**config.mk**
```make
export PLATFORM = sky130hd
export DESIGN_NAME = life_ctrl
export DESIGN_NICKNAME = d
export VERILOG_FILES = /design/src/hw/rtl/life_pkg.sv /design/src/hw/rtl/life_ctrl.sv
export SDC_FILE = /design/constraint.sdc
export NUM_CORES = 1
export LEC_CHECK = 0
export BUFFER_PORTS_ARGS = -buffer_cell sky130_fd_sc_hd__buf_2
export CAP_MARGIN = 20
export CORE_AREA = 2 2 39 41
export DETAILED_ROUTE_END_ITERATION = 10
export DIE_AREA = 0 0 41 43
export PLACE_DENSITY = 0.39
export SLEW_MARGIN = 30
export SYNTH_ARGS = -nofsm -noshare
export SYNTH_HDL_FRONTEND = slang
export SYNTH_SLANG_ARGS = --single-unit
```
**constraint.sdc**
```tcl
create_clock -name clk -period 3 [get_ports clk]
set_input_delay 0.6 -clock clk [delete_from_list [all_inputs] [get_ports clk]]
set_output_delay 0.6 -clock clk [all_outputs]
set_load 0.02 [all_outputs]
```
**src/hw/rtl/life_pkg.sv**
```systemverilog
package life_pkg;

  // grid size
  localparam int GRID_ROWS = 64;
  localparam int GRID_COLS = 64;

  localparam int ROW_AW = $clog2(GRID_ROWS);
  localparam int COL_AW = $clog2(GRID_COLS);
  // generation sweep counter runs 0 .. GRID_ROWS + 1
  localparam int CNT_W  = $clog2(GRID_ROWS + 2);

  // port payload widths
  localparam int IN_DATA_W  = 16;
  localparam int OUT_DATA_W = 8;

  // operation codes
  localparam logic [1:0] MODE_WRITE   = 2'd0;
  localparam logic [1:0] MODE_READ    = 2'd1;
  localparam logic [1:0] MODE_ADVANCE = 2'd2;

  // b3/s23 rule
  localparam logic [3:0] BIRTH_COUNT   = 4'd3;
  localparam logic [3:0] SURVIVE_COUNT = 4'd2;

  typedef logic [GRID_COLS-1:0] row_t;

  typedef struct packed {
    logic accept;     // latch the incoming item, clear the result
    logic adv_clear;  // reset sweep counter and row window
    logic cell_rd;    // read the addressed row
    logic cell_op;    // finish a single-cell read or write
    logic adv_step;   // one step of the generation sweep
    logic out_load;   // move the result into the output register
  } cmd_t;

  typedef struct packed {
    logic [1:0] mode;
    logic       on_grid;
    logic       adv_last;
    logic       out_free;
  } sts_t;

  // next state of one row from the rows above, itself and below
  function automatic row_t life_row(row_t up, row_t mid, row_t dn);
    row_t       up_l, up_r, mid_l, mid_r, dn_l, dn_r, nxt;
    logic [3:0] n;
    up_l  = up << 1;
    up_r  = up >> 1;
    mid_l = mid << 1;
    mid_r = mid >> 1;
    dn_l  = dn << 1;
    dn_r  = dn >> 1;
    nxt   = '0;
    for (int j = 0; j < GRID_COLS; j++) begin
      n = 4'(up_l[j]) + 4'(up[j]) + 4'(up_r[j]) + 4'(mid_l[j]) + 4'(mid_r[j])
        + 4'(dn_l[j]) + 4'(dn[j]) + 4'(dn_r[j]);
      nxt[j] = (n == BIRTH_COUNT) || (mid[j] && (n == SURVIVE_COUNT));
    end
    return nxt;
  endfunction

endpackage

```
**src/hw/rtl/life_ctrl.sv**
```systemverilog
module life_ctrl (
  input  logic              clk,
  input  logic              rst_n,
  input  logic              in_tvalid,
  output logic              in_tready,
  input  life_pkg::sts_t    sts,
  output life_pkg::cmd_t    cmd
);

  localparam logic [2:0] ST_IDLE     = 3'd0;
  localparam logic [2:0] ST_DISPATCH = 3'd1;
  localparam logic [2:0] ST_CELL_OP  = 3'd2;
  localparam logic [2:0] ST_ADV      = 3'd3;
  localparam logic [2:0] ST_RESP     = 3'd4;

  logic [2:0] state_r, state_nxt;

  assign in_tready = (state_r == ST_IDLE);

  always_comb begin
    cmd       = '0;
    state_nxt = state_r;
    case (state_r)
      ST_IDLE: begin
        if (in_tvalid) begin
          cmd.accept = 1'b1;
          state_nxt  = ST_DISPATCH;
        end
      end
      ST_DISPATCH: begin
        if (sts.mode == life_pkg::MODE_ADVANCE) begin
          cmd.adv_clear = 1'b1;
          state_nxt     = ST_ADV;
        end else if (sts.on_grid &&
                     (sts.mode inside {life_pkg::MODE_WRITE, life_pkg::MODE_READ})) begin
          cmd.cell_rd = 1'b1;
          state_nxt   = ST_CELL_OP;
        end else begin
          state_nxt = ST_RESP;
        end
      end
      ST_CELL_OP: begin
        cmd.cell_op = 1'b1;
        state_nxt   = ST_RESP;
      end
      ST_ADV: begin
        cmd.adv_step = 1'b1;
        if (sts.adv_last) begin
          state_nxt = ST_RESP;
        end
      end
      ST_RESP: begin
        if (sts.out_free) begin
          cmd.out_load = 1'b1;
          state_nxt    = ST_IDLE;
        end
      end
      default: begin
        state_nxt = ST_IDLE;
      end
    endcase
  end

  always_ff @(posedge clk) begin
    if (!rst_n) begin
      state_r <= ST_IDLE;
    end else begin
      state_r <= state_nxt;
    end
  end

endmodule

```
## Word-level counts from Yosys, hierarchy flattened

Index checks and enable logic that the tools add are counted.

| storage, ports and cells | value |
|---|---|
| register bits | 3 |
| input port bits | 8 |
| output and inout bits | 7 |
| logic and storage cells | 31 |

| operators by class | value |
|---|---|
| equality and inequality tests | 9 |
| multiplexer cells | 16 |
| reduce and logical (&&, ||, !) cells | 5 |

Operators with widths:

| kind | number |
|---|---|
| 3-bit two-way mux | 5 |
| 3-bit case mux with 5 select lines | 1 |
| 1-bit two-way mux | 9 |
| 3-bit by 2-bit equality test with 1-bit output, second input constant | 2 |
| 2-bit inequality test, second input constant | 3 |
| 3-bit by 1-bit equality test with 1-bit output, second input constant | 1 |
| 3-bit equality test, second input constant | 1 |
| 3-bit zero test | 1 |
| 3-bit AND reduction | 1 |
| 2-bit by 1-bit equality test with 1-bit output, second input constant | 1 |
| 2-bit equality test, second input constant | 1 |
| 2-bit zero test | 1 |
| 2-bit two-way mux | 1 |
| 2-bit nonzero test | 1 |
| 1-bit logical AND | 1 |

## Depth between registers and ports, before layout

Gate-level depths: netlist of the first run.

| logic depth | value |
|---|---|
| depth in word-level cells | 6 |
| depth in mapped cells | 4 |
| depth with buffers taken out | 3 |

## Least setup slack after synthesis of the first run

No wires, ideal clock.

| timing | value |
|---|---|
| kind | input to output |
| from | input sts[2] (netlist bit) |
| to | output cmd[3] (netlist bit) |
| data arrival time | 1.358 ns |
| data required time | 2.400 ns |
| path slack | 1.042 ns |
| cell stages on the path | 2 |
| path buffers | 0 |
| cell sequence | or2b_2 > nor3_1 |

RTL lines:

| element | RTL line | text |
|---|---|---|
| start: declaration | life_ctrl.sv:6 | `input life_pkg::sts_t sts,` |
| end: declaration | life_ctrl.sv:7 | `output life_pkg::cmd_t cmd` |

==> results.md, run 1 <==
* Status: complete, no violations
* Post-Syn Instances at 31
* Max-Cap Viols at 0
* Reg with most FFs: state_r
* FF-to-FF setup slack at between 1.5 and 2 ns
* Cell with the most instances after synthesis: nor3_1
* Antenna diodes at 0
* Htree depth at 1
* Worst setup path startpoint: state_r[1]$_SDFFE_PN0P_
* Nets at 57
* Max-slew violations at 0
* R2R Path End: state_r[2]$_SDFFE_PN0P_
* Final Critical Period at 1.915 ns
* Kind of critical path: reg -> out
* Num ports at 15
* Setup ws final at around 1.1 ns
* Placer Congestion at 0.7088
* CTS resizes at 0
* Fin crit share at 63.83%
* Final setup TNS at 0 ns
* Initial core utilization at between 10% and 20%
* Crit path to: cmd[2]
* Top sig layer: met4
* Post-Synthesis Mean Instance Area at approximately 7.7 µm²
* Starting DRT DRC Count at 2
* Post-synth top cells: 4 x nor3_1, 3 x a21oi_1, 3 x dfxtp_1, 3 x nor2_1
* Area fraction of the dominant cell type after synthesis at 25.00%
* Worst Reg2Reg Path Length in Cells at 3
* Non-Filler Instances at 64
* Max IR drop VDD at 0.1347 mV
* Via density per instance at 4.172
* Antenna Nets Post-Route at 0
* Critical path data required time at about 2.4 ns
* Ys async rst share at 0%
* Setup crit start kind: flop
* First-pass GRT wire length at slightly below 900 µm
* Pwr per Cell Area at about 480 nW/µm²
* Vias in the first global route at 222
* Unique masters post-synth at 18
* Setup Skew at 0.001743 ns
* Slew @ Worst Pin at 0.3041 ns
* FF+latch area at 60.06 µm²
* #FFs+latches synth at 3
* Top cell type by total area after synthesis: dfxtp_1
* Max Fclk at 0.5222 GHz
* Filler cell count at 169
* Met2 WL post-DR at 239 µm
* R2r startpoint: state_r[1]$_SDFFE_PN0P_
* Area Growth Syn to Fin at 43.75%
* Sequential area share after synthesis at about a quarter
* Synth Warn # at 0
* Relative slew slack at 79.70%
* Post-route cell area at 345.3 µm²
* WL/cell at 8.875 µm
* Mapped Area at 240.2 µm²
* Total Die Area at 1763 µm²
* Max FFs per register at 3
* # hold bufs at CTS at 0
* DRC viols at 0
* Area taken by multi-input logic gates at approximately 160 µm²
* WL final at about 570 µm
* Fraction of layout cells with a size suffix above 1 at 45.83%
* Final hold viol count at 0
* Die H at about 43 µm
* CTS Buffer Depth at 2
* Grt total ovfl at 0
* CORE AREA at 1384 µm²
* Cells after DPL at 60
* Clock Latency Late Sink at 0.24 ns
* Setup Viol. Count Final at 0
* LEAKAGE at 0.0001630 µW
* Placed inst area at roughly 320 µm²
* TritonCTS Buffers at 3
* CTS sink cnt at 3
* Root buf cell: clkbuf_4
* CP max FO at 10
* Clk pin slew, worst setup/hold paths at 0.04 ns
* Post-CTS Setup Bufs at 0
* Arrival time worst endpoint at about 1.3 ns
* Pre-CTS setup slack at 1.068 ns
* M1 wire length at 268 µm
* Port Buf Inserts at 14
* Largest net degree at the start of global routing at 11
* Ys flop type: dfxtp_1
* GRT Overall Usage at 7.924%
* Num rows at 14
* Post-synth EDFFs at 0
* Metal3 WL at approximately 40 µm
* Die width at 41 µm
* Worst setup EP type: primary output
* Top Registers: state_r x3
* CTS tree: yes
* Area contributors post-synth: dfxtp_1 25%, nor3_1 8.3%, or2b_2 7.3%
* Hold WC Path Type: in -> reg
* RSZ-0062 raised after global routing: false
* Post-DP HPWL at 445.3 µm
* Total vias in the final route at 267
* Pre-antenna DRT Iters at 2
* Net Count, Synth at 39
* Antenna violations before repair at 0
-- area by class of cell --
type                            count  area share, %
Inverter                            2          2.174
Sequential cell                     3          17.39
Timing Repair Buffer               14          20.29
Clock buffer                        4          7.609
Multi-Input combinational cell     25          46.74
Tap cell                           16          5.797
-- through the flow --
step                      util, %  power (µW)  hold slack, ns
final                       24.95       166.0          0.6077
after global routing        24.95       178.1          0.6073
after CTS                   24.95       171.0          0.6003
after detailed placement    23.06       93.74          0.6538
after global placement      23.06       94.58          0.6694
after floorplan                 -       79.57          0.5942
-- layout by cell type (no fill, tap or decap) --
cell type	netlist	routed
and4bb_2	1	1
buf_2	0	14
and2b_2	1	1
inv_1	2	2
nand2b_1	2	2
dfxtp_1	3	3
and2_1	1	1
a21oi_1	3	3
nand2_1	2	2
or2b_1	1	1
o31a_1	1	1
a21o_2	1	1
nor3_1	4	4
clkbuf_1	0	1
and4_1	1	1
or3b_1	1	1
nor2_1	3	3
o211ai_1	1	1
clkbuf_4	0	3
or2b_2	2	2
-- power breakdown --
part / leakage, µW / switching, µW / internal (µW) / total [µW]
Combinational: 0.000123 / 21.6 / 20.7 / 42.3
Clock: 0.0000150 / 23.5 / 50.0 / 73.5
Sequential: 0.0000246 / 6.53 / 43.7 / 50.2
Total: 0.000163 / 51.6 / 114 / 166
-- per-layer routing --
layer	track usage [%]	up-vias
li1	-	143
met1	10.90	112
met2	8.438	10
met3	1.571	2
met4	10.00	0
met5	0	-
-- logic make-up (layout without fill, tap and decap cells) --
| family | count (synthesis) | count (layout) | synth area share, % |
|---|---|---|---|
| DFF | 3 | 3 | 25.00 |
| and+or+nand+nor | 19 | 19 | 50.53 |
| AOI/OAI and AO/OA | 6 | 6 | 16.67 |
| buffers and inverters | 3 | 20 | 7.813 |
-- worst min-delay path by stage --
stage          cells after the start                    start  slack (ns)                 endpoint
2_1_floorplan                      3  state_r[1]$_SDFFE_PN0P_        0.59  state_r[1]$_SDFFE_PN0P_
3_3_place_gp                       1  state_r[2]$_SDFFE_PN0P_        0.67  state_r[0]$_SDFFE_PN0P_
3_5_place_dp                       2  state_r[0]$_SDFFE_PN0P_        0.65  state_r[2]$_SDFFE_PN0P_
4_1_cts                            3                    rst_n        0.60  state_r[1]$_SDFFE_PN0P_
5_1_grt                            3                    rst_n        0.61  state_r[1]$_SDFFE_PN0P_
6_report                           3                    rst_n        0.61  state_r[1]$_SDFFE_PN0P_
-- worst max-delay path, stage by stage (launching register included) --
cell and delay (ns):
dfxtp_1 0.49, or2b_2 0.35, nor2_1 0.08, buf_2 0.16
(Power assumes the default switching activity.)
==> run 2: changes to the inputs <==
--- a/config.mk
+++ b/config.mk
@@ -10,7 +10,7 @@
 export CORE_AREA = 2 2 39 41
 export DETAILED_ROUTE_END_ITERATION = 10
 export DIE_AREA = 0 0 41 43
-export PLACE_DENSITY = 0.39
+export PLACE_DENSITY = 0.41
 export SLEW_MARGIN = 30
 export SYNTH_ARGS = -nofsm -noshare
 export SYNTH_HDL_FRONTEND = slang
==> constraint.sdc (replaced) <==
create_clock -name clk -period 1.66 [get_ports clk]
set_input_delay 0.332 -clock clk [delete_from_list [all_inputs] [get_ports clk]]
set_output_delay 0.332 -clock clk [all_outputs]
set_load 0.02 [all_outputs]
==> results.md, run 2 (synthesis results as in run 1) <==
* Root buf cell: clkbuf_4
* Max-Cap Viols at 0
* Setup Viol. Count Final at 0
* Commonest non-fill, non-tap cell in the layout: buf_2
* # hold bufs at CTS at 0
* Die H at 43 µm
* Hold Startpoint: rst_n
* Max IR drop VDD at 0.2089 mV
* Largest net degree at the start of global routing at 11
* Antenna diodes at 0
* Final Critical Period at 1.551 ns
* Total vias in the final route at about 260
* Nets at 57
* Max FFs per register at 3
* Min Hold Slack at 0.3401 ns
* Relative slew slack at 83.05%
* Clock Latency Late Sink at 0.23 ns
* Slew @ Worst Pin at 0.2539 ns
* Post-CTS Setup Bufs at 0
* CP max-delay cell: dfxtp_2
* First-pass GRT wire length at 931 µm
* Total Die Area at 1763 µm²
* Die width at 41 µm
* CORE AREA at ~1400 µm²
* GRT Overall Usage at 8.818%
* Via density per instance at 4.094
* Worst setup EP type: primary output
* DRC viols at 0
* Pre-antenna DRT Iters at 3
* CTS tree: yes
* Reg with most FFs: state_r
* Vias in the first global route at approximately 220
* Pwr per Cell Area at 854.0 nW/µm²
* Num ports at 15
* Grt total ovfl at 0
* CP peak stage delay at 0.41 ns
* CTS Buffer Depth at 2
* R2r startpoint: state_r[2]$_SDFFE_PN0P_
* Max-slew violations at 0
* Non-Filler Instances at 64
* TritonCTS Buffers at 3
* Final hold viol count at 0
* Starting DRT DRC Count at 4
* Final setup TNS at 0 ns
* Placer Congestion at 0.6670
* Htree depth at 1
* WL/cell at 9.156 µm
* CP cell instances: or2b_2 > nor2_1 > buf_2
* LEAKAGE at approximately 0.00016 µW
* Num rows at 14
* Arrival time worst endpoint at 1.22 ns
* Top Registers: state_r x3
* Worst setup path startpoint: state_r[1]$_SDFFE_PN0P_
* Fin crit share at 93.41%
* Clk pin slew, worst setup/hold paths at approximately 0.04 ns
* Hold WC Path Type: in -> reg
* CTS resizes at 0
* RSZ-0062 raised after global routing: false
* Post-DP HPWL at 451.1 µm
* Status: complete, no violations
* Cells after DPL at 60
* Most frequent cells in the layout: 14 x buf_2, 4 x nor3_1, 3 x nor2_1, 3 x a21oi_1, 3 x clkbuf_4
* Max Fclk at between 0.6 and 0.7 GHz
* Setup crit start kind: flop
* Critical path data required time at 1.33 ns
* WL final at 586 µm
* Antenna Nets Post-Route at 0
* Initial core utilization at 17.36%
* Setup Skew at 0.004576 ns
* Fraction of layout cells with a size suffix above 1 at 47.92%
* CP max FO at 10
* Filler cell count at 156
* Kind of critical path: reg -> out
* Antenna violations before repair at 0
* CTS sink cnt at 3
* Area Growth Syn to Fin at 44.27%
* Port Buf Inserts at 14
-- run 2: worst max-delay path: cells and delay by family, from the launching register on --
| family | cells | cell delay, ns |
|---|---|---|
| buffers and inverters | 1 | 0.16 |
| flip-flops | 1 | 0.41 |
| AND/OR/NAND/NOR | 2 | 0.41 |
-- run 2: stage by stage --
stage | cell area, µm² | setup WS, ns | total power, µW | utilization (%)
after CTS | 345.3 | 0.008984 | 304.3 | 24.95
after detailed placement | 319.1 | 0.2734 | 169.4 | 23.06
after floorplan | 240.2 | 0.05996 | 143.8 | -
after global routing | 346.6 | 0.009079 | 324.0 | 25.05
after global placement | 319.1 | 0.2564 | 170.5 | 23.06
final | 346.6 | 0.1094 | 296.0 | 25.05
-- run 2: routing by layer --
metal | routed length (µm) | up-vias | part of all wire, % | track usage (%)
met4 | 10 | 0 | 1.7 | 12.00
met3 | 33 | 2 | 5.6 | 3.141
met5 | 0 | - | 0 | 0
li1 | - | 141 | - | -
met1 | 258 | 114 | 44 | 10.22
met2 | 283 | 5 | 48 | 10.00
-- run 2: worst paths after layout --
kind	slack (ns)	end	cells past startpoint
worst max-delay path	0.11	cmd[2]	3
worst min-delay path	0.34	state_r[1]$_SDFFE_PN0P_	3
worst max register to register	0.47	state_r[2]$_SDFFE_PN0P_	3
worst min register to register	0.59	state_r[1]$_SDFFE_PN0P_	2
-- run 2: layout make-up --
cell class / count / area (µm²) / area share (%)
multi-input combinational: 25 / 161.4 / 46.57
inverter: 2 / 7.507 / 2.166
sequential: 3 / 61.31 / 17.69
timing repair buffer: 14 / 70.07 / 20.22
clock buffer: 4 / 26.28 / 7.581
tap: 16 / 20.02 / 5.776
-- run 2: where the power goes --
| part | internal, µW | leakage [µW] | switching, µW | total [µW] |
|---|---|---|---|---|
| Clock | 90.1 | 0.0000150 | 37.6 | 128 |
| Combinational | 37.4 | 0.000123 | 39.6 | 77.0 |
| Sequential | 79.2 | 0.0000251 | 12.2 | 91.4 |
| Total | 207 | 0.000163 | 89.3 | 296 |
